### src/rtl/ir_pulse_byte_receiver_assert.svh
// ---------------------------------------------------------------------------
// IR pulse byte receiver assertion macros
// Clocked assertion wrappers; they expand to nothing in synthesis.
// ---------------------------------------------------------------------------
`ifndef IR_PULSE_BYTE_RECEIVER_ASSERT_SVH
`define IR_PULSE_BYTE_RECEIVER_ASSERT_SVH
`ifndef SYNTHESIS
`define IRPBR_ASSERT_HOLDS(lbl, cond, msg) \
   lbl: assert property (@(posedge clock) disable iff (reset) (cond)) else $error(msg);
`define IRPBR_ASSERT_IMPLIES(lbl, ante, cons, msg) \
   lbl: assert property (@(posedge clock) disable iff (reset) (ante) |-> (cons)) else $error(msg);
`define IRPBR_ASSERT_NEXT(lbl, ante, cons, msg) \
   lbl: assert property (@(posedge clock) disable iff (reset) (ante) |=> (cons)) else $error(msg);
`else
`define IRPBR_ASSERT_HOLDS(lbl, cond, msg)
`define IRPBR_ASSERT_IMPLIES(lbl, ante, cons, msg)
`define IRPBR_ASSERT_NEXT(lbl, ante, cons, msg)
`endif
`endif

### src/rtl/irpbr_pkg.sv
// ---------------------------------------------------------------------------
// IR pulse byte receiver package
// Field widths, status codes, reset timing and shared item types.
// ---------------------------------------------------------------------------
`default_nettype none

package irpbr_pkg;

   localparam int MESSAGE_BYTES_DEF = 12;
   localparam int ADC_BITS_DEF      = 10;

   localparam int COUNT_W  = 16;
   localparam int ADC_W    = 10;
   localparam int PERIOD_W = 13;
   localparam int STATUS_W = 3;
   localparam int POS_W    = 4;
   localparam int DATA_W   = 8;
   localparam int HALF_W   = PERIOD_W - 1;
   localparam int LIMIT_W  = PERIOD_W + 4;
   localparam int RECIP_W  = 16;
   localparam int PROD_W   = COUNT_W + RECIP_W;
   localparam int SLOT_W   = 3;
   localparam int SLOT_FULL_W = 8;

   localparam int FRAC_BITS    = 16;
   localparam int RECIP_ONE    = 1 << FRAC_BITS;
   localparam int WINDOW_SLOTS = 9;
   localparam int SLOT_MAX     = 7;
   localparam int PERIOD_MIN   = 2;

   localparam int NUM_W     = FRAC_BITS + 1;
   localparam int DIV_STEPS = NUM_W;
   localparam int STEP_W    = $clog2(DIV_STEPS + 1);

   localparam int PERIOD_RESET_I = 269;
   localparam int HALF_RESET_I   = PERIOD_RESET_I / 2;
   localparam int LIMIT_RESET_I  = PERIOD_RESET_I * WINDOW_SLOTS + HALF_RESET_I;
   localparam int RECIP_RESET_I  = ((RECIP_ONE + PERIOD_RESET_I - 1) / PERIOD_RESET_I) % RECIP_ONE;

   localparam logic [PERIOD_W-1:0] PERIOD_RESET = PERIOD_W'(PERIOD_RESET_I);
   localparam logic [HALF_W-1:0]   HALF_RESET   = HALF_W'(HALF_RESET_I);
   localparam logic [LIMIT_W-1:0]  LIMIT_RESET  = LIMIT_W'(LIMIT_RESET_I);
   localparam logic [RECIP_W-1:0]  RECIP_RESET  = RECIP_W'(RECIP_RESET_I);

   localparam logic KIND_PULSE   = 1'b0;
   localparam logic KIND_TIMEOUT = 1'b1;

   localparam logic [STATUS_W-1:0] ST_START     = 3'd0;
   localparam logic [STATUS_W-1:0] ST_BIT       = 3'd1;
   localparam logic [STATUS_W-1:0] ST_ABORT     = 3'd2;
   localparam logic [STATUS_W-1:0] ST_COLLISION = 3'd3;
   localparam logic [STATUS_W-1:0] ST_HEADER_OK = 3'd4;
   localparam logic [STATUS_W-1:0] ST_STORED    = 3'd5;
   localparam logic [STATUS_W-1:0] ST_DONE      = 3'd6;
   localparam logic [STATUS_W-1:0] ST_TIMEOUT   = 3'd7;

   localparam int QUEUE_DEPTH = 2;

   typedef struct packed {
      logic [HALF_W-1:0]  half;
      logic [LIMIT_W-1:0] limit;
      logic [RECIP_W-1:0] recip;
   } irpbr_timing_type;

   typedef struct packed {
      logic              kind;
      logic              abort;
      logic              is_bit;
      logic [SLOT_W-1:0] slot;
      logic [ADC_W-1:0]  adc;
   } irpbr_item_type;

endpackage

`default_nettype wire

### src/rtl/irpbr_recip.sv
// ---------------------------------------------------------------------------
// IR pulse byte receiver bit period unit
// Holds the bit period and derives half period, frame limit and the
// reciprocal with a one-bit-per-cycle restoring divider.
// ---------------------------------------------------------------------------
`default_nettype none

module irpbr_recip
   import irpbr_pkg::*;
(
   input  wire logic                clock,
   input  wire logic                reset,
   input  wire logic                csr_valid,
   output      logic                csr_ready,
   input  wire logic [PERIOD_W-1:0] csr_bit_period,
   output      logic                busy,
   output      irpbr_timing_type    timing
);

   logic [PERIOD_W-1:0] period_ff;
   logic [HALF_W-1:0]   half_ff;
   logic [LIMIT_W-1:0]  limit_ff;
   logic [RECIP_W-1:0]  quot_ff;
   logic [NUM_W-1:0]    num_ff;
   logic [PERIOD_W-1:0] rem_ff;
   logic [STEP_W-1:0]   step_ff;

   logic [PERIOD_W-1:0] period_in;
   logic [HALF_W-1:0]   half_in;
   logic [PERIOD_W:0]   rem_shift;
   logic                fits;
   logic                load;

   assign busy      = (step_ff != '0);
   assign csr_ready = !busy;
   assign load      = csr_valid && csr_ready;

   always_comb begin
      if (csr_bit_period < PERIOD_W'(PERIOD_MIN)) begin
         period_in = PERIOD_W'(PERIOD_MIN);
      end else begin
         period_in = csr_bit_period;
      end
      half_in   = period_in[PERIOD_W-1:1];
      rem_shift = {rem_ff, num_ff[NUM_W-1]};
      fits      = (rem_shift >= {1'b0, period_ff});
   end

   always_ff @(posedge clock) begin
      if (reset) begin
         period_ff <= PERIOD_RESET;
         half_ff   <= HALF_RESET;
         limit_ff  <= LIMIT_RESET;
         quot_ff   <= RECIP_RESET;
         step_ff   <= '0;
      end else if (load) begin
         period_ff <= period_in;
         half_ff   <= half_in;
         limit_ff  <= LIMIT_W'({period_in, 3'b000}) + LIMIT_W'(period_in) + LIMIT_W'(half_in);
         step_ff   <= STEP_W'(DIV_STEPS);
      end else if (busy) begin
         quot_ff <= {quot_ff[RECIP_W-2:0], fits};
         step_ff <= step_ff - 1'b1;
      end
   end

   always_ff @(posedge clock) begin
      if (load) begin
         num_ff <= NUM_W'(RECIP_ONE) + NUM_W'(period_in) - NUM_W'(1);
         rem_ff <= '0;
      end else if (busy) begin
         num_ff <= {num_ff[NUM_W-2:0], 1'b0};
         if (fits) begin
            rem_ff <= PERIOD_W'(rem_shift - {1'b0, period_ff});
         end else begin
            rem_ff <= rem_shift[PERIOD_W-1:0];
         end
      end
   end

   assign timing.half  = half_ff;
   assign timing.limit = limit_ff;
   assign timing.recip = quot_ff;

endmodule

`default_nettype wire

### src/rtl/irpbr_front.sv
// ---------------------------------------------------------------------------
// IR pulse byte receiver front end
// Accepts an item, checks the frame window and finds the bit slot by
// reciprocal multiply, then hands the classified item to the queue.
// ---------------------------------------------------------------------------
`default_nettype none

module irpbr_front
   import irpbr_pkg::*;
(
   input  wire logic               clock,
   input  wire logic               reset,
   input  wire logic               req_valid,
   output      logic               req_ready,
   input  wire logic               req_kind,
   input  wire logic [COUNT_W-1:0] req_timer_count,
   input  wire logic [ADC_W-1:0]   req_adc_sample,
   input  wire logic               timing_busy,
   input  wire irpbr_timing_type   timing,
   output      logic               item_valid,
   input  wire logic               item_ready,
   output      irpbr_item_type     item
);

   localparam logic [1:0] STAGE_IDLE = 2'd0;
   localparam logic [1:0] STAGE_CALC = 2'd1;
   localparam logic [1:0] STAGE_MUL  = 2'd2;
   localparam logic [1:0] STAGE_SEND = 2'd3;

   logic [1:0]         stage_ff;
   logic [1:0]         stage_in;
   logic               kind_ff;
   logic [COUNT_W-1:0] count_ff;
   logic [ADC_W-1:0]   adc_ff;
   logic               abort_ff;
   logic               abort_in;
   logic [COUNT_W-1:0] diff_ff;
   logic [COUNT_W-1:0] diff_in;
   logic [PROD_W-1:0]  prod_ff;
   logic [PROD_W-1:0]  prod_in;
   logic [COUNT_W-1:0] half_ext;

   assign req_ready  = (stage_ff == STAGE_IDLE) && !timing_busy;
   assign item_valid = (stage_ff == STAGE_SEND);

   always_comb begin
      half_ext = COUNT_W'(timing.half);
      abort_in = (count_ff <= half_ext) || ({1'b0, count_ff} >= timing.limit);
      diff_in  = count_ff - half_ext;
      prod_in  = PROD_W'(diff_ff) * PROD_W'(timing.recip);
      stage_in = stage_ff;
      case (stage_ff)
         STAGE_IDLE: begin
            if (req_valid && req_ready) begin
               stage_in = STAGE_CALC;
            end
         end
         STAGE_CALC: stage_in = STAGE_MUL;
         STAGE_MUL:  stage_in = STAGE_SEND;
         STAGE_SEND: begin
            if (item_ready) begin
               stage_in = STAGE_IDLE;
            end
         end
         default: stage_in = STAGE_IDLE;
      endcase
   end

   always_ff @(posedge clock) begin
      if (reset) begin
         stage_ff <= STAGE_IDLE;
      end else begin
         stage_ff <= stage_in;
      end
   end

   always_ff @(posedge clock) begin
      if (req_valid && req_ready) begin
         kind_ff  <= req_kind;
         count_ff <= req_timer_count;
         adc_ff   <= req_adc_sample;
      end
      if (stage_ff == STAGE_CALC) begin
         abort_ff <= abort_in;
         diff_ff  <= diff_in;
      end
      if (stage_ff == STAGE_MUL) begin
         prod_ff <= prod_in;
      end
   end

   assign item.kind   = kind_ff;
   assign item.abort  = abort_ff;
   assign item.is_bit = (prod_ff[FRAC_BITS+SLOT_W +: SLOT_FULL_W-SLOT_W] == '0);
   assign item.slot   = prod_ff[FRAC_BITS +: SLOT_W];
   assign item.adc    = adc_ff;

endmodule

`default_nettype wire

### src/rtl/irpbr_queue.sv
// ---------------------------------------------------------------------------
// IR pulse byte receiver item queue
// Short first-in first-out buffer between front end and back end.
// ---------------------------------------------------------------------------
`default_nettype none

module irpbr_queue
   import irpbr_pkg::*;
(
   input  wire logic           clock,
   input  wire logic           reset,
   input  wire logic           push_valid,
   output      logic           push_ready,
   input  wire irpbr_item_type push_item,
   output      logic           pop_valid,
   input  wire logic           pop_ready,
   output      irpbr_item_type pop_item
);

   localparam int PTR_W = (QUEUE_DEPTH > 1) ? $clog2(QUEUE_DEPTH) : 1;
   localparam int FILL_W = $clog2(QUEUE_DEPTH + 1);

   irpbr_item_type    entry_ff [QUEUE_DEPTH];
   logic [PTR_W-1:0]  wr_ptr_ff;
   logic [PTR_W-1:0]  rd_ptr_ff;
   logic [FILL_W-1:0] fill_ff;
   logic              push;
   logic              pop;

   assign push_ready = (fill_ff != FILL_W'(QUEUE_DEPTH));
   assign pop_valid  = (fill_ff != '0);
   assign push       = push_valid && push_ready;
   assign pop        = pop_valid && pop_ready;
   assign pop_item   = entry_ff[rd_ptr_ff];

   always_ff @(posedge clock) begin
      if (reset) begin
         wr_ptr_ff <= '0;
         rd_ptr_ff <= '0;
         fill_ff   <= '0;
      end else begin
         if (push) begin
            wr_ptr_ff <= (wr_ptr_ff == PTR_W'(QUEUE_DEPTH - 1)) ? '0 : wr_ptr_ff + 1'b1;
         end
         if (pop) begin
            rd_ptr_ff <= (rd_ptr_ff == PTR_W'(QUEUE_DEPTH - 1)) ? '0 : rd_ptr_ff + 1'b1;
         end
         if (push && !pop) begin
            fill_ff <= fill_ff + 1'b1;
         end else if (pop && !push) begin
            fill_ff <= fill_ff - 1'b1;
         end
      end
   end

   always_ff @(posedge clock) begin
      if (push) begin
         entry_ff[wr_ptr_ff] <= push_item;
      end
   end

endmodule

`default_nettype wire

### src/rtl/irpbr_back.sv
// ---------------------------------------------------------------------------
// IR pulse byte receiver back end
// Applies classified items to the reception state and registers results.
// ---------------------------------------------------------------------------
`default_nettype none
`include "ir_pulse_byte_receiver_assert.svh"

module irpbr_back
   import irpbr_pkg::*;
#(
   parameter int MESSAGE_BYTES = MESSAGE_BYTES_DEF,
   parameter int ADC_BITS      = ADC_BITS_DEF
)
(
   input  wire logic                clock,
   input  wire logic                reset,
   input  wire logic                item_valid,
   output      logic                item_ready,
   input  wire irpbr_item_type      item,
   output      logic                rsp_valid,
   input  wire logic                rsp_ready,
   output      logic [STATUS_W-1:0] rsp_status,
   output      logic                rsp_busy_res,
   output      logic                rsp_low_gain_select,
   output      logic                rsp_timer_running,
   output      logic [POS_W-1:0]    rsp_byte_position,
   output      logic [DATA_W-1:0]   rsp_byte_data,
   output      logic [ADC_W-1:0]    rsp_high_gain_level,
   output      logic [ADC_W-1:0]    rsp_low_gain_level,
   output      logic                rsp_last
);

   localparam int CNT_W = $clog2(MESSAGE_BYTES + 1);

   logic                await_ff,     await_in;
   logic                in_header_ff, in_header_in;
   logic                receiving_ff, receiving_in;
   logic [CNT_W-1:0]    count_ff,     count_in;
   logic [DATA_W-1:0]   accum_ff,     accum_in;
   logic [ADC_BITS-1:0] hg_ff,        hg_in;
   logic [ADC_BITS-1:0] lg_ff,        lg_in;
   logic                lgon_ff,      lgon_in;
   logic                timer_ff,     timer_in;

   logic                rsp_valid_ff;
   logic [STATUS_W-1:0] rsp_status_ff,  status_in;
   logic                rsp_busy_res_ff;
   logic                rsp_lgon_ff;
   logic                rsp_timer_ff;
   logic [POS_W-1:0]    rsp_pos_ff,     pos_in;
   logic [DATA_W-1:0]   rsp_data_ff,    data_in;
   logic [ADC_W-1:0]    rsp_hg_ff;
   logic [ADC_W-1:0]    rsp_lg_ff;
   logic                rsp_last_ff,    last_in;

   logic                      pop;
   logic [ADC_BITS+ADC_W-1:0] adc_wide;
   logic [ADC_BITS-1:0]       adc_val;
   logic [CNT_W+POS_W-1:0]    pos_wide;
   logic [CNT_W-1:0]          count_next;
   logic [ADC_BITS+ADC_W-1:0] hg_wide;
   logic [ADC_BITS+ADC_W-1:0] lg_wide;

   assign item_ready = !rsp_valid_ff || rsp_ready;
   assign pop        = item_valid && item_ready;

   always_comb begin
      adc_wide     = {{ADC_BITS{1'b0}}, item.adc};
      adc_val      = adc_wide[ADC_BITS-1:0];
      pos_wide     = {{POS_W{1'b0}}, count_ff};
      count_next   = count_ff + 1'b1;
      await_in     = await_ff;
      in_header_in = in_header_ff;
      receiving_in = receiving_ff;
      count_in     = count_ff;
      accum_in     = accum_ff;
      hg_in        = hg_ff;
      lg_in        = lg_ff;
      lgon_in      = lgon_ff;
      timer_in     = timer_ff;
      status_in    = ST_START;
      pos_in       = '0;
      data_in      = '0;
      last_in      = 1'b0;
      if (item.kind == KIND_TIMEOUT) begin
         timer_in     = 1'b0;
         await_in     = 1'b1;
         in_header_in = 1'b1;
         receiving_in = 1'b0;
         lgon_in      = 1'b0;
         status_in    = ST_TIMEOUT;
      end else begin
         receiving_in = 1'b1;
         if (await_ff) begin
            timer_in = 1'b1;
            accum_in = '0;
            await_in = 1'b0;
            if (in_header_ff) begin
               hg_in   = adc_val;
               lgon_in = 1'b1;
            end
            status_in = ST_START;
         end else if (item.abort) begin
            timer_in     = 1'b0;
            await_in     = 1'b1;
            in_header_in = 1'b1;
            receiving_in = 1'b0;
            lgon_in      = 1'b0;
            status_in    = ST_ABORT;
         end else if (item.is_bit) begin
            accum_in  = accum_ff | (DATA_W'(1) << item.slot);
            status_in = ST_BIT;
         end else begin
            await_in = 1'b1;
            if (in_header_ff) begin
               lg_in   = adc_val;
               lgon_in = 1'b0;
               if (accum_ff != '0) begin
                  timer_in     = 1'b0;
                  in_header_in = 1'b1;
                  receiving_in = 1'b0;
                  status_in    = ST_COLLISION;
               end else begin
                  in_header_in = 1'b0;
                  count_in     = '0;
                  status_in    = ST_HEADER_OK;
               end
            end else begin
               pos_in  = pos_wide[POS_W-1:0];
               data_in = accum_ff;
               if (count_next >= CNT_W'(MESSAGE_BYTES)) begin
                  timer_in     = 1'b0;
                  await_in     = 1'b1;
                  in_header_in = 1'b1;
                  receiving_in = 1'b0;
                  lgon_in      = 1'b0;
                  count_in     = '0;
                  status_in    = ST_DONE;
                  last_in      = 1'b1;
               end else begin
                  count_in  = count_next;
                  status_in = ST_STORED;
               end
            end
         end
      end
      hg_wide = {{ADC_W{1'b0}}, hg_in};
      lg_wide = {{ADC_W{1'b0}}, lg_in};
   end

   always_ff @(posedge clock) begin
      if (reset) begin
         await_ff     <= 1'b1;
         in_header_ff <= 1'b1;
         receiving_ff <= 1'b0;
         count_ff     <= '0;
         accum_ff     <= '0;
         hg_ff        <= '0;
         lg_ff        <= '0;
         lgon_ff      <= 1'b0;
         timer_ff     <= 1'b0;
         rsp_valid_ff <= 1'b0;
      end else begin
         if (pop) begin
            await_ff     <= await_in;
            in_header_ff <= in_header_in;
            receiving_ff <= receiving_in;
            count_ff     <= count_in;
            accum_ff     <= accum_in;
            hg_ff        <= hg_in;
            lg_ff        <= lg_in;
            lgon_ff      <= lgon_in;
            timer_ff     <= timer_in;
            rsp_valid_ff <= 1'b1;
         end else if (rsp_ready) begin
            rsp_valid_ff <= 1'b0;
         end
      end
   end

   always_ff @(posedge clock) begin
      if (pop) begin
         rsp_status_ff   <= status_in;
         rsp_busy_res_ff <= receiving_in;
         rsp_lgon_ff     <= lgon_in;
         rsp_timer_ff    <= timer_in;
         rsp_pos_ff      <= pos_in;
         rsp_data_ff     <= data_in;
         rsp_hg_ff       <= hg_wide[ADC_W-1:0];
         rsp_lg_ff       <= lg_wide[ADC_W-1:0];
         rsp_last_ff     <= last_in;
      end
   end

   assign rsp_valid           = rsp_valid_ff;
   assign rsp_status          = rsp_status_ff;
   assign rsp_busy_res        = rsp_busy_res_ff;
   assign rsp_low_gain_select = rsp_lgon_ff;
   assign rsp_timer_running   = rsp_timer_ff;
   assign rsp_byte_position   = rsp_pos_ff;
   assign rsp_byte_data       = rsp_data_ff;
   assign rsp_high_gain_level = rsp_hg_ff;
   assign rsp_low_gain_level  = rsp_lg_ff;
   assign rsp_last            = rsp_last_ff;

   `IRPBR_ASSERT_IMPLIES(a_timer_needs_rx, timer_ff, receiving_ff, "timer armed while idle")
   `IRPBR_ASSERT_IMPLIES(a_low_gain_in_header, lgon_ff, in_header_ff && receiving_ff, "low gain outside header")
   `IRPBR_ASSERT_HOLDS(a_count_range, count_ff < CNT_W'(MESSAGE_BYTES), "byte count out of range")
   `IRPBR_ASSERT_NEXT(a_pop_loads_out, pop, rsp_valid_ff, "popped item produced no result")
   `IRPBR_ASSERT_IMPLIES(a_done_closes, rsp_valid_ff && rsp_status_ff == ST_DONE, !rsp_busy_res_ff && !rsp_timer_ff && rsp_last_ff, "message done left reception open")

endmodule

`default_nettype wire

### src/rtl/ir_pulse_byte_receiver.sv
// ---------------------------------------------------------------------------
// IR pulse byte receiver
// Decodes pulse-position IR frames into header status and message bytes.
// ---------------------------------------------------------------------------
// Each req item is a pulse edge (bit timer count and converter sample) or a
// receive timeout, and gives exactly one rsp item. The front end takes one
// item at a time, through capture, frame window check, 16x16 reciprocal
// multiply for the bit slot and hand-off into a two-entry queue, and takes
// the next only after that hand-off; the back end updates the reception
// state and loads the output register in the same cycle. A waiting result
// holds the next queued item back until rsp_ready. A write of bit_period runs
// a one-bit-per-cycle reciprocal divider, during which req_ready and csr_ready
// are low. After reset the block is ready at once, with the reset bit period.
`default_nettype none

module ir_pulse_byte_receiver
   import irpbr_pkg::*;
#(
   parameter int MESSAGE_BYTES = MESSAGE_BYTES_DEF,
   parameter int ADC_BITS      = ADC_BITS_DEF
)
(
   input  wire logic                clock,
   input  wire logic                reset,
   input  wire logic                req_valid,
   output      logic                req_ready,
   input  wire logic                req_kind,
   input  wire logic [COUNT_W-1:0]  req_timer_count,
   input  wire logic [ADC_W-1:0]    req_adc_sample,
   output      logic                rsp_valid,
   input  wire logic                rsp_ready,
   output      logic [STATUS_W-1:0] rsp_status,
   output      logic                rsp_busy_res,
   output      logic                rsp_low_gain_select,
   output      logic                rsp_timer_running,
   output      logic [POS_W-1:0]    rsp_byte_position,
   output      logic [DATA_W-1:0]   rsp_byte_data,
   output      logic [ADC_W-1:0]    rsp_high_gain_level,
   output      logic [ADC_W-1:0]    rsp_low_gain_level,
   output      logic                rsp_last,
   input  wire logic                csr_valid,
   output      logic                csr_ready,
   input  wire logic [PERIOD_W-1:0] csr_bit_period
);

   irpbr_timing_type timing;
   logic             timing_busy;
   logic             push_valid;
   logic             push_ready;
   irpbr_item_type   push_item;
   logic             pop_valid;
   logic             pop_ready;
   irpbr_item_type   pop_item;

   irpbr_recip u_recip (
      .clock          (clock),
      .reset          (reset),
      .csr_valid      (csr_valid),
      .csr_ready      (csr_ready),
      .csr_bit_period (csr_bit_period),
      .busy           (timing_busy),
      .timing         (timing)
   );

   irpbr_front u_front (
      .clock           (clock),
      .reset           (reset),
      .req_valid       (req_valid),
      .req_ready       (req_ready),
      .req_kind        (req_kind),
      .req_timer_count (req_timer_count),
      .req_adc_sample  (req_adc_sample),
      .timing_busy     (timing_busy),
      .timing          (timing),
      .item_valid      (push_valid),
      .item_ready      (push_ready),
      .item            (push_item)
   );

   irpbr_queue u_queue (
      .clock      (clock),
      .reset      (reset),
      .push_valid (push_valid),
      .push_ready (push_ready),
      .push_item  (push_item),
      .pop_valid  (pop_valid),
      .pop_ready  (pop_ready),
      .pop_item   (pop_item)
   );

   irpbr_back #(
      .MESSAGE_BYTES (MESSAGE_BYTES),
      .ADC_BITS      (ADC_BITS)
   ) u_back (
      .clock               (clock),
      .reset               (reset),
      .item_valid          (pop_valid),
      .item_ready          (pop_ready),
      .item                (pop_item),
      .rsp_valid           (rsp_valid),
      .rsp_ready           (rsp_ready),
      .rsp_status          (rsp_status),
      .rsp_busy_res        (rsp_busy_res),
      .rsp_low_gain_select (rsp_low_gain_select),
      .rsp_timer_running   (rsp_timer_running),
      .rsp_byte_position   (rsp_byte_position),
      .rsp_byte_data       (rsp_byte_data),
      .rsp_high_gain_level (rsp_high_gain_level),
      .rsp_low_gain_level  (rsp_low_gain_level),
      .rsp_last            (rsp_last)
   );

endmodule

`default_nettype wire
### config.mk
export PLATFORM = sky130hd
export DESIGN_NAME = ir_pulse_byte_receiver
export DESIGN_NICKNAME = d
export VERILOG_FILES = /design/src/rtl/irpbr_pkg.sv /design/src/rtl/irpbr_recip.sv /design/src/rtl/irpbr_front.sv /design/src/rtl/irpbr_queue.sv /design/src/rtl/irpbr_back.sv /design/src/rtl/ir_pulse_byte_receiver.sv
export VERILOG_INCLUDE_DIRS = /design/src /design/src/rtl
export SDC_FILE = /design/constraint.sdc
export NUM_CORES = 1
export LEC_CHECK = 0
export BUFFER_PORTS_ARGS = -buffer_cell sky130_fd_sc_hd__buf_2
export CELL_PAD_IN_SITES_DETAIL_PLACEMENT = 2
export CELL_PAD_IN_SITES_GLOBAL_PLACEMENT = 2
export CORE_MARGIN = 2
export CORE_UTILIZATION = 35
export CTS_BUF_LIST = sky130_fd_sc_hd__clkbuf_2
export DETAILED_ROUTE_END_ITERATION = 16
export PLACE_DENSITY = 0.76
export SETUP_SLACK_MARGIN = 0.4
export SKIP_LAST_GASP = 1
export SLEW_MARGIN = 30
export SYNTH_ARGS = -nofsm -noshare
export SYNTH_HDL_FRONTEND = slang
export SYNTH_SLANG_ARGS = --single-unit
### constraint.sdc
create_clock -name clock -period 7.06 [get_ports clock]
set_input_delay 0.353 -clock clock [delete_from_list [all_inputs] [get_ports clock]]
set_output_delay 0.353 -clock clock [all_outputs]
set_load 0.05 [all_outputs]
Yosys cells after proc, flatten, opt, wreduce, memory -nomap -nowiden
Memory sizes are Yosys's and may differ from the RTL's. A register that Yosys moved wholly into a read port is not among the register bits.
Index checks and enable logic that the tools add are counted.
{"block": "word_totals", "mem_count": 1, "wordCells": 171, "ramBits": 32, "reg_bits": 243, "output_inout_bits": 42}
{"block": "classes", "eq_ne": 10, "n_mul": 1, "shifts": 1, "bitwise_logic": 6, "addsub": 12, "n_lt_le_gt_ge": 5, "reduce_logical": 29, "muxes": 70}
{"memory": "u_queue.entry_ff", "depth": 2, "width": 16, "rd": 1, "rd_clocked_by_memory_dff": 1, "write_ports": 1, "line": "irpbr_queue.sv:23", "rtl": "irpbr_item_type entry_ff [QUEUE_DEPTH];"}
{"op": "10-bit 2-to-1 mux", "n": 8}
{"op": "1-bit 2-to-1 mux", "n": 39}
{"op": "17-bit 2-to-1 mux", "n": 2}
{"op": "13-bit 2-to-1 mux", "n": 2}
{"op": "16-bit by 16-bit multiplier with 24-bit output", "n": 1}
{"op": "8-bit 2-to-1 mux", "n": 3}
{"op": "16-bit by 13-bit adder with 17-bit output", "n": 1}
{"op": "17-bit by 12-bit adder with 17-bit output", "n": 1}
{"op": "17-bit by 13-bit adder with 17-bit output (first input constant)", "n": 1}
{"op": "16-bit by 17-bit >= comparator with 1-bit output", "n": 1}
{"op": "17-bit by 1-bit subtractor with 17-bit output (second input constant)", "n": 1}
{"op": "16-bit by 12-bit less-or-equal comparator with 1-bit output", "n": 1}
{"op": "16-bit by 12-bit subtractor with 16-bit output", "n": 1}
{"op": "3-bit 2-to-1 mux", "n": 5}
{"op": "14-bit by 13-bit >= comparator with 1-bit output", "n": 1}
{"op": "13-bit by 2-bit < comparator with 1-bit output (second input constant)", "n": 1}
{"op": "13-bit subtractor", "n": 1}
{"op": "4-bit 2-to-1 mux", "n": 3}
{"op": "2-bit 2-to-1 mux", "n": 5}
{"op": "5-bit 2-to-1 mux", "n": 2}
{"op": "2-bit != test (second input constant)", "n": 5}
{"op": "2-bit nonzero test", "n": 5}
{"op": "8-bit OR", "n": 1}
{"op": "2-bit case mux with 4 select lines", "n": 1}
{"op": "other kinds (25)", "n": 42}

Depth between registers and ports, before layout
Gate-level depths: netlist of the first run.
{"block": "logic_depth", "word_depth": 8, "mapped_depth": 23}

By module
A second synthesis of the first run with hierarchy kept.
{"block": "unflattened", "cells_unflattened": 1950, "hier_area_um2": 19004.5}
{"mod": "irpbr_front", "seq_area_each_um2": 1601.5, "instances": 1, "cells_each": 1004, "area_each_um2": 9526.6}
{"mod": "irpbr_recip", "seq_area_each_um2": 1791.7, "instances": 1, "cells_each": 590, "area_each_um2": 5008.6}
{"mod": "irpbr_back", "seq_area_each_um2": 1911.8, "instances": 1, "cells_each": 282, "area_each_um2": 3093.0}
{"mod": "irpbr_queue", "seq_area_each_um2": 1061.0, "instances": 1, "cells_each": 74, "area_each_um2": 1376.3}

Least setup slack after synthesis of the first run
No wires, ideal clock.
{"block": "synth_path", "path_type": "register to register", "start": "reg u_recip.quot_ff[9]", "end": "reg u_front.prod_ff[20], data pin", "arrival_time_ns": 5.589, "path_buffers": 2, "setup_ns": 0.259, "setup_slack_ns": 1.212, "stages_incl_launch_ff": 21, "t_required_ns": 6.801, "period_less_slack_ns": 5.848, "path_cell_list": "dfxtp_1 clkbuf_1 clkbuf_1 nand2_1 fa_1 inv_1 fa_1 fa_1 fa_1 fa_1 inv_1 fa_1 inv_1 ha_1 a21o_1 a21oi_1 o221ai_1 o21bai_1 and2_1 o21a_1 o31a_1"}
{"block": "synth_between", "elab_chain_cells": 1}
{"item": "start, declared", "line": "irpbr_recip.sv:23", "rtl": "logic [RECIP_W-1:0] quot_ff;"}
{"item": "start signal, assigned", "line": "irpbr_recip.sv:62", "rtl": "quot_ff <= {quot_ff[RECIP_W-2:0], fits};"}
{"item": "16-bit by 16-bit multiplier with 24-bit output", "line": "irpbr_front.sv:50", "rtl": "prod_in = PROD_W'(diff_ff) * PROD_W'(timing.recip);"}
{"item": "named net u_front.prod_in[20]", "line": "irpbr_front.sv:40", "rtl": "logic [PROD_W-1:0] prod_in;"}
{"item": "end signal, assigned", "line": "irpbr_front.sv:88", "rtl": "prod_ff <= prod_in;"}
{"item": "end, declared", "line": "irpbr_front.sv:39", "rtl": "logic [PROD_W-1:0] prod_ff;"}
The timed path passes the listed nets, and every way through them passes these cells.
A chain may end at the register's enable or synchronous reset.

Final worst setup path of the first run
{"block": "layout_path", "start": "reg u_front.diff_ff[7]", "end": "reg u_front.prod_ff[22], data pin"}
{"block": "layout_between", "elab_chain_cells": 1}
{"item": "start, declared", "line": "irpbr_front.sv:37", "rtl": "logic [COUNT_W-1:0] diff_ff;"}
{"item": "start signal, assigned", "line": "irpbr_front.sv:85", "rtl": "diff_ff <= diff_in;"}
{"item": "16-bit by 16-bit multiplier with 24-bit output", "line": "irpbr_front.sv:50"}
{"item": "named net u_front.prod_in[22]", "line": "irpbr_front.sv:40"}
The timed path passes the listed nets, and every way through them passes these cells.

==> results_dict.tcl, run 1 <==
set metrics [dict create \
    outcome "finished, final reports clean" \
    io_pins 87 \
    finalCritPeriodShare_pct 89.5 \
    grt.total_usage_pct 21.0 \
    ys_types 67 \
    yosys.area.top_type "edfxtp_1" \
    design_area_sq_um 20900 \
    critPathTopFamily "adder cells" \
    worstPathArrival_ns 7.00 \
    synth_area_leaders "edfxtp_1 23%, fa_1 19%, dfxtp_1 12%, ha_1 9.3%, inv_1 5.5%" \
    skew_ns 0.0952 \
    drc 0 \
    clk_latency_ns 1.01 \
    initial_core_util_pct 35.3 \
    hold_class "in -> reg" \
    die-area_sq_um 54800 \
    rsz0062_at_grt "false" \
    antenna_found_initial 2 \
    grt_max_degree 67 \
    grt_first_pass_wirelength_um 89200 \
    grt_pass1_vias 16300 \
    route.vias.total 13900 \
    fmaxAchievable_ghz 0.158 \
    cp-start-kind "flop" \
    post_drt_via_cell_ratio 4.99 \
    post-route-min-period_ns 6.32 \
    antenna_left 0 \
    max_cap_viol_count 0 \
    cts_root_buf "clkbuf_2" \
    path_buf_inv 4 \
    avgSynthCellArea_sq_um 9.74 \
    utilization_pct 39.8 \
    drive_gt1_share_pct 11.4 \
    synth_flop_cell "edfxtp_1" \
    dpl-instance-area_sq_um 19600 \
    syn_inst 1902 \
    max_stage_delay_ns 0.64 \
    yosysWarnings 0 \
    wl_per_cell_um 19.8 \
    worst_pin_slew_ns 0.902 \
    crit_top_cell "fa_1" \
    numCtsBuffers 69 \
    ys_ff_latch 248 \
    nets 2404 \
    syn_area_sq_um 18500 \
    overflow 0 \
    hold_violations 0 \
    slew_viol_final 0 \
    post_cts_buffers 0 \
    gp_congestion 0.835 \
    relSlewSlack_pct 39.9 \
    h-tree-depth 3 \
    path_clk_slew_ns 0.10 \
    cp_slowest_cell "edfxtp_1" \
    crit_fanout 16 \
    fin_ws_ns 0.742 \
    cts_tree "built" \
    core_sq_um 52400 \
    dieWidth_um 234 \
    area_growth_pct 12.6 \
    layout_commonest_cell "inv_1" \
    dieHeight_um 234 \
    setup_viol 0 \
    synth_nets 2264 \
    clock-sinks 248 \
    synth_top_cell_area_share_pct 22.7 \
    dp_slack_ns 0.661 \
    fin_setup_tns_ns 0 \
    drtPass1Iterations 5 \
    clockBufferDepth 3 \
    final_cell_mix "273 x inv_1, 262 x nand2_1, 179 x fa_1" \
    synth-edff-count 140 \
    path_class "reg -> reg" \
    synthArstFlopShare_pct 0 \
    seq_area_frac_synth_pct 34.3 \
    drt_iter0_drc 478 \
    endpoint_kind "flop" \
    hpwlAfterDp_um 41400 \
    path_cells "and2_1 > fa_1 > inv_1 > fa_1 > fa_1 > inv_1 > fa_1 > fa_1 > inv_1 > fa_1 > inv_1 > ha_1 > nand3_1 > a211oi_1 > a211oi_1 > o21bai_1 > a21oi_1 > a21oi_1 > nor2_1 > xnor2_1" \
    wl_um 55100 \
    cp.required_ns 7.75 \
    port_buffers 86 \
    row_count 84 \
]
sequential cells by signal, summed over array words and instances (netlist names), 12 cells and up, named ones only:
name and flops:
u_recip.rem_ff 13, u_recip.half_ff 12, u_recip.quot_ff 16, u_front.count_ff 16
u_recip.limit_ff 17, u_front.diff_ff 16, u_recip.num_ff 17, u_queue.entry_ff 32
logic make-up (layout without fill, tap and decap cells):
group                      after synthesis  in the layout  share of synthesized area (%)
adders and majority gates              317            317                           28.7
and+or+nand+nor                        597            597                           15.1
other                                    0              4                              0
AOI/OAI and AO/OA                      273            273                           9.42
muxes                                   29             29                           1.61
buffers and inverters                  367            560                           7.57
xor gates and xnor gates                71             71                           3.36
DFF                                    248            248                           34.3
through the flow:
step / cells / hold WS, ns
finish: 2787 / 0.103
global route: 2787 / 0.0148
CTS: 2783 / 0.00540
detailed placement: 2601 / 0.438
global placement: 2601 / 0.423
floorplan: 1902 / 0.421
final timing paths:
check	startpoint	endpoint	slack, ns	cells after the start
worst max register to register	u_front.diff_ff[7]$_DFFE_PN_	u_front.prod_ff[22]$_DFFE_PP_	0.74	20
worst min register to register	u_front.adc_ff[5]$_DFFE_PP_	u_queue.entry_ff[0][5]$_DFFE_PP_	0.43	0
worst max-delay path	u_front.diff_ff[7]$_DFFE_PN_	u_front.prod_ff[22]$_DFFE_PP_	0.74	20
worst min-delay path	req_timer_count[3]	u_front.count_ff[3]$_DFFE_PP_	0.10	2
repair_timing:
| item | 4_1_cts | 5_1_grt |
|---|---|---|
| endpoints found under the setup margin | 0 | 1 |
| hold endpoints to repair | 107 | 0 |
| hold buffers | 58 | 0 |
| gates resized for setup | 0 | 1 |
worst reg2reg max path, stage by stage (launching register included):
cell      delay, ns
edfxtp_1       0.64
and2_1         0.30
fa_1           0.54
inv_1          0.06
fa_1           0.49
fa_1           0.52
inv_1          0.05
fa_1           0.47
fa_1           0.55
inv_1          0.06
fa_1           0.55
inv_1          0.06
ha_1           0.31
nand3_1        0.13
a211oi_1       0.25
a211oi_1       0.10
o21bai_1       0.37
a21oi_1        0.20
a21oi_1        0.24
nor2_1         0.08
xnor2_1        0.12
layer usage:
layer  global-route usage, %  up-vias  part of all wire [%]
met2                    38.6      204                    52
met5                       0        -                     0
met3                    3.04       71                   3.0
met1                    25.5     7149                    43
li1                        -     6488                     -
met4                    5.20        0                   1.8
area by class of cell:
| type | count | area [sq um] |
|---|---|---|
| multi-input cells | 1287 | 10800 |
| repair buffers | 161 | 1140 |
| clock inverters | 17 | 133 |
| inverters | 275 | 1030 |
| diodes | 4 | 10.0 |
| clock buffers | 107 | 536 |
| fillers | 5653 | 31600 |
| well taps | 688 | 861 |
| flip-flops and latches | 248 | 6370 |
Yosys cell counts (2+ instances only):
cell type / instances
nand4_1: 11
o21ai_2: 3
o21bai_1: 7
a211oi_1: 20
o21a_1: 15
a21boi_0: 2
o31ai_1: 6
xor2_1: 18
dfxtp_1: 108
a22o_1: 2
nand3_1: 12
a22oi_1: 4
and2_1: 115
nor4_1: 13
buf_1: 6
buf_6: 2
nand2_1: 263
a21o_1: 18
and3_1: 7
xnor2_1: 53
o21ai_0: 55
or4_1: 4
a31oi_1: 4
clkbuf_1: 78
nand2b_1: 12
buf_2: 5
a311oi_1: 3
a21oi_1: 92
fa_1: 179
o31a_1: 7
a211o_1: 10
or3_1: 6
nor2_1: 108
edfxtp_1: 140
inv_1: 274
mux2i_1: 25
nand3b_1: 7
nor3_1: 20
ha_1: 138
mux2_2: 3
nor2b_1: 15
o21ai_1: 7
Power of run 1 is not shown: default switching activity piles up to over one toggle a cycle in this logic, so the estimate is an artifact.
==> inputs of run 2 (changes only) <==
Settings changed: CELL_PAD_IN_SITES_DETAIL_PLACEMENT 2 to 1, CELL_PAD_IN_SITES_GLOBAL_PLACEMENT 2 to 1, PLACE_DENSITY 0.76 to 0.66.
==> run 2 against run 1 <==
  * Hold slack better by 0.014 ns
  * Register-to-register slack hardly changed
  * Utilization is 0.10 points higher
  * Sequential share of layout area is 0.068 points lower
  * Cell area is 0.26% higher
==> results_dict.tcl, run 2 (synthesized netlist as in run 1, its figures left out) <==
set metrics [dict create \
    grt_first_pass_wirelength_um 78000 \
    antenna_found_initial 2 \
    cp.required_ns 7.67 \
    core_sq_um 52400 \
    clk_latency_ns 0.98 \
    rsz0062_at_grt "false" \
    port_buffers 86 \
    wl_um 47700 \
    antenna_left 0 \
    area_growth_pct 12.9 \
    reg2reg_slack_ns 0.73 \
    crit_top_cell "fa_1" \
    gp_congestion 0.801 \
    drive_gt1_share_pct 11.6 \
    post_drt_via_cell_ratio 4.85 \
    fillers 6039 \
    endpoint_kind "flop" \
    clockBufferDepth 3 \
    design_area_sq_um 20900 \
    dieWidth_um 234 \
    top_regs "u_queue.entry_ff (32), u_recip.limit_ff (17), u_recip.num_ff (17)" \
    largest_reg_flops 32 \
    slew_viol_final 0 \
    grt_max_degree 59 \
    path_class "reg -> reg" \
    max_stage_delay_ns 0.73 \
    io_pins 87 \
    cts_tree "built" \
    cp_slowest_cell "edfxtp_1" \
    hpwlAfterDp_um 36400 \
    hold_class "in -> reg" \
    initial_core_util_pct 35.3 \
    h-tree-depth 2 \
    dieHeight_um 234 \
    grt_pass1_vias 15000 \
    path_cells "nand2_1 > fa_1 > fa_1 > inv_1 > fa_1 > fa_1 > fa_1 > inv_1 > fa_1 > inv_1 > ha_1 > a21o_1 > a21oi_1 > o221ai_1 > o21bai_2 > a21oi_1 > a21oi_1 > nor2_1 > xnor2_1" \
    nets 2415 \
    layout_commonest_cell "inv_1" \
    final_cell_mix "273 x inv_1, 263 x nand2_1, 179 x fa_1" \
    row_count 84 \
    top_register "u_queue.entry_ff" \
    skew_ns 0.138 \
    grt.total_usage_pct 17.8 \
    cp-start-kind "flop" \
    route.vias.total 13600 \
    setup_viol 0 \
    relSlewSlack_pct 44.8 \
    max_cap_viol_count 0 \
    wl_per_cell_um 17.1 \
    outcome "finished, final reports clean" \
    dpl-instance-area_sq_um 19600 \
    drc 0 \
    post-route-min-period_ns 6.33 \
    path_clk_slew_ns 0.11 \
    finalCritPeriodShare_pct 89.6 \
    hold_violations 0 \
    worstPathArrival_ns 6.94 \
    cts_root_buf "clkbuf_2" \
    fin_setup_tns_ns 0 \
    drtPass1Iterations 5 \
    fmaxAchievable_ghz 0.158 \
    clock-sinks 248 \
    drt_iter0_drc 534 \
    worst_pin_slew_ns 0.827 \
    overflow 0 \
    die-area_sq_um 54800 \
    crit_fanout 16 \
    numCtsBuffers 61 \
]
==> run 2: changes by cell type in the layout (fill, tap and decap cells not counted), sizes merged <==
cell      delta
clkinv       +5
inv          +2
bufinv       -2
clkbuf      -11
diode        -2
buf         +19
clkinvlp     -2
==> run 2: final timing paths <==
path                            depth (start not counted)                          from                                to
worst max-delay path                                   19  u_front.diff_ff[1]$_DFFE_PN_     u_front.prod_ff[22]$_DFFE_PP_
worst min-delay path                                    2             req_adc_sample[8]       u_front.adc_ff[8]$_DFFE_PP_
worst max register to register                         19  u_front.diff_ff[1]$_DFFE_PN_     u_front.prod_ff[22]$_DFFE_PP_
worst min register to register                          0   u_front.adc_ff[5]$_DFFE_PP_  u_queue.entry_ff[1][5]$_DFFE_PP_
==> run 2: cell type report <==
cell class | instances | area (sq um) | area share, %
antenna | 2 | 5.00 | 0.0239
clock buffer | 96 | 480 | 2.30
clock inverter | 20 | 93.8 | 0.449
inverter | 275 | 1030 | 4.93
multi-input combinational | 1287 | 10800 | 51.5
sequential | 248 | 6370 | 30.5
tap | 688 | 861 | 4.12
timing repair buffer | 180 | 1290 | 6.18
==> run 2: metrics by stage <==
step                      utilization [%]  hold WS (ns)  instances  setup slack (ns)
after floorplan                         -         0.421       1902              1.21
after global placement               37.3         0.423       2600             0.938
after detailed placement             37.3         0.435       2600             0.715
after CTS                            39.5      0.000309       2774             0.617
after global routing                 39.9      0.000505       2795             0.427
final                                39.9         0.118       2796             0.733
==> run 2: worst max-delay path: cells and delay by family (launching register included) <==
family	cells	cell delay (ns)
compound gates	6	1.22
xor+xnor	1	0.09
fa+ha+maj	7	3.54
buf+inv	3	0.15
flops	1	0.73
simple gates	2	0.28
==> run 2: routing by layer <==
layer	wire (um)	vias up	track usage [%]
li1	-	6520	-
met1	21700	6821	22.7
met2	23900	168	32.2
met3	1320	48	2.44
met4	747	0	3.84
met5	0	-	0
==> run 2: what timing repair did <==
item                                   CTS  global route
setup endpoints to repair                0             2
buffers inserted                         0            20
endpoints found under the hold margin   99             0
gates resized for setup                  0             4
hold buffers                            58             0
Power of run 2 is left out for the same reason.
==> inputs of run 3 (changes only) <==
Settings changed: RECOVER_POWER set to 100.
==> run 3 against run 2 <==
  * The run now ends with max-capacitance violations, max-slew violations left
  * Clock-buffer cell count unchanged
  * Clock skew is essentially flat
  * Global-route usage unchanged
  * Fmax down 0.16%
  * Critical path depth unchanged
==> results_dict.tcl, run 3 (synthesized netlist as in run 1, its figures left out) <==
set metrics [dict create \
    worst_pin_slew_ns 2.92 \
    hold_class "in -> reg" \
    cp-start-kind "flop" \
    violations "max-capacitance violations, max-slew violations" \
    top_regs "u_queue.entry_ff (32), u_recip.limit_ff (17), u_recip.num_ff (17)" \
    overflow 0 \
    initial_core_util_pct 35.3 \
    fin_cells 2796 \
    reg2reg_slack_ns 0.72 \
    dpl-instance-area_sq_um 19600 \
    gp_congestion 0.801 \
    nets 2415 \
    drive_gt1_share_pct 8.40 \
    cts_root_buf "clkbuf_2" \
    slew_viol_final 278 \
    cts_tree "built" \
    max_cap_viol_count 6 \
    place_inst 2600 \
    antenna_found_initial 2 \
    post_drt_via_cell_ratio 4.85 \
    rsz0062_at_grt "false" \
    worstPathArrival_ns 6.95 \
    drtPass1Iterations 4 \
    final_cell_mix "273 x inv_1, 264 x nand2_1, 179 x fa_1" \
    endpoint_kind "flop" \
    utilization_pct 39.6 \
    design_area_sq_um 20800 \
    wl_per_cell_um 17.0 \
    path_clk_slew_ns 0.11 \
    row_count 84 \
    io_pins 87 \
    wirelength_met1_um 21300 \
    grt_first_pass_wirelength_um 78000 \
    critPathTopFamily "adder cells" \
    fillers 6080 \
    dieHeight_um 234 \
    path_cells "and2_1 > fa_1 > inv_1 > fa_1 > inv_1 > fa_1 > fa_1 > fa_1 > inv_1 > fa_1 > inv_1 > ha_1 > a21o_1 > a21oi_1 > o221ai_1 > o21bai_1 > and2_0 > o21a_1 > o31a_1" \
    drc 0 \
    hpwlAfterDp_um 36400 \
    antenna_left 0 \
    area_growth_pct 12.0 \
    crit_top_cell "fa_1" \
    wl_um 47700 \
    grt.total_usage_pct 17.8 \
    path_class "reg -> reg" \
    die-area_sq_um 54800 \
    hold_violations 0 \
    clk_latency_ns 0.98 \
    fin_setup_tns_ns 0 \
    numCtsBuffers 61 \
    finalCritPeriodShare_pct 89.8 \
    layout_commonest_cell "inv_1" \
    cp.required_ns 7.67 \
    setup_viol 0 \
    post-route-min-period_ns 6.34 \
    top_layer "met4" \
    clockBufferDepth 3 \
    grt_pass1_vias 15000 \
    h-tree-depth 2 \
    cp_slowest_cell "edfxtp_1" \
    core_sq_um 52400 \
    clock-sinks 248 \
    crit_fanout 15 \
    outcome "finished, violations left" \
    max_stage_delay_ns 0.63 \
    drt_iter0_drc 494 \
    wl_met3_um 1530 \
    relSlewSlack_pct -94.6 \
    skew_ns 0.138 \
    port_buffers 86 \
    route.vias.total 13600 \
    path_buf_inv 4 \
    largest_reg_flops 32 \
    top_register "u_queue.entry_ff" \
    grt_max_degree 59 \
    fmaxAchievable_ghz 0.158 \
    met2WireLength_um 24000 \
    dieWidth_um 234 \
]
==> run 3: changes by cell type in the layout (fill, tap and decap cells not counted), moves of 2 or more <==
cell | before | now
o21ai_2 | 3 | 0
buf_4 | 35 | 24
clkbuf_1 | 0 | 56
nor3_2 | 2 | 0
and2_1 | 115 | 103
o21ai_1 | 8 | 1
o21ai_0 | 54 | 64
buf_2 | 86 | 41
nor3_1 | 18 | 20
and2_0 | 0 | 12
==> run 3: routing by layer <==
| layer | vias up | track usage (%) |
|---|---|---|
| li1 | 6522 | - |
| met1 | 6805 | 22.7 |
| met2 | 173 | 32.2 |
| met3 | 51 | 2.44 |
| met4 | 0 | 3.84 |
| met5 | - | 0 |
==> run 3: path summary, 6_finish.rpt <==
kind                                                    from                                to  cells after the start
worst min register to register   u_front.adc_ff[5]$_DFFE_PP_  u_queue.entry_ff[1][5]$_DFFE_PP_                      0
worst max-delay path            u_front.diff_ff[9]$_DFFE_PN_     u_front.prod_ff[20]$_DFFE_PP_                     19
worst min-delay path                       req_adc_sample[8]       u_front.adc_ff[8]$_DFFE_PP_                      2
worst max register to register  u_front.diff_ff[9]$_DFFE_PN_     u_front.prod_ff[20]$_DFFE_PP_                     19
==> run 3: per-stage QoR <==
stage / hold WS, ns / setup WS, ns
4_1_cts: 0.000309 / 0.617
6_report: 0.116 / 0.723
2_1_floorplan: 0.421 / 1.21
5_1_grt: 0.000505 / 0.297
3_3_place_gp: 0.423 / 0.938
3_5_place_dp: 0.435 / 0.715
==> run 3: cell type report <==
cell class	instances	area [sq um]	share of cell area, %
well taps	688	861	4.15
repair buffers	180	1200	5.76
flip-flops and latches	248	6370	30.7
multi-input cells	1287	10700	51.6
clock buffers	96	480	2.31
inverters	275	1030	4.97
clock inverters	20	93.8	0.452
diodes	2	5.00	0.0241
==> run 3: repair_timing <==
action	in CTS	in global routing
setup buffers	0	20
endpoints found under the hold margin	99	0
setup endpoints to repair	0	2
hold buffers	58	0
gates resized for setup	0	4
Power of run 3 is left out for the same reason.
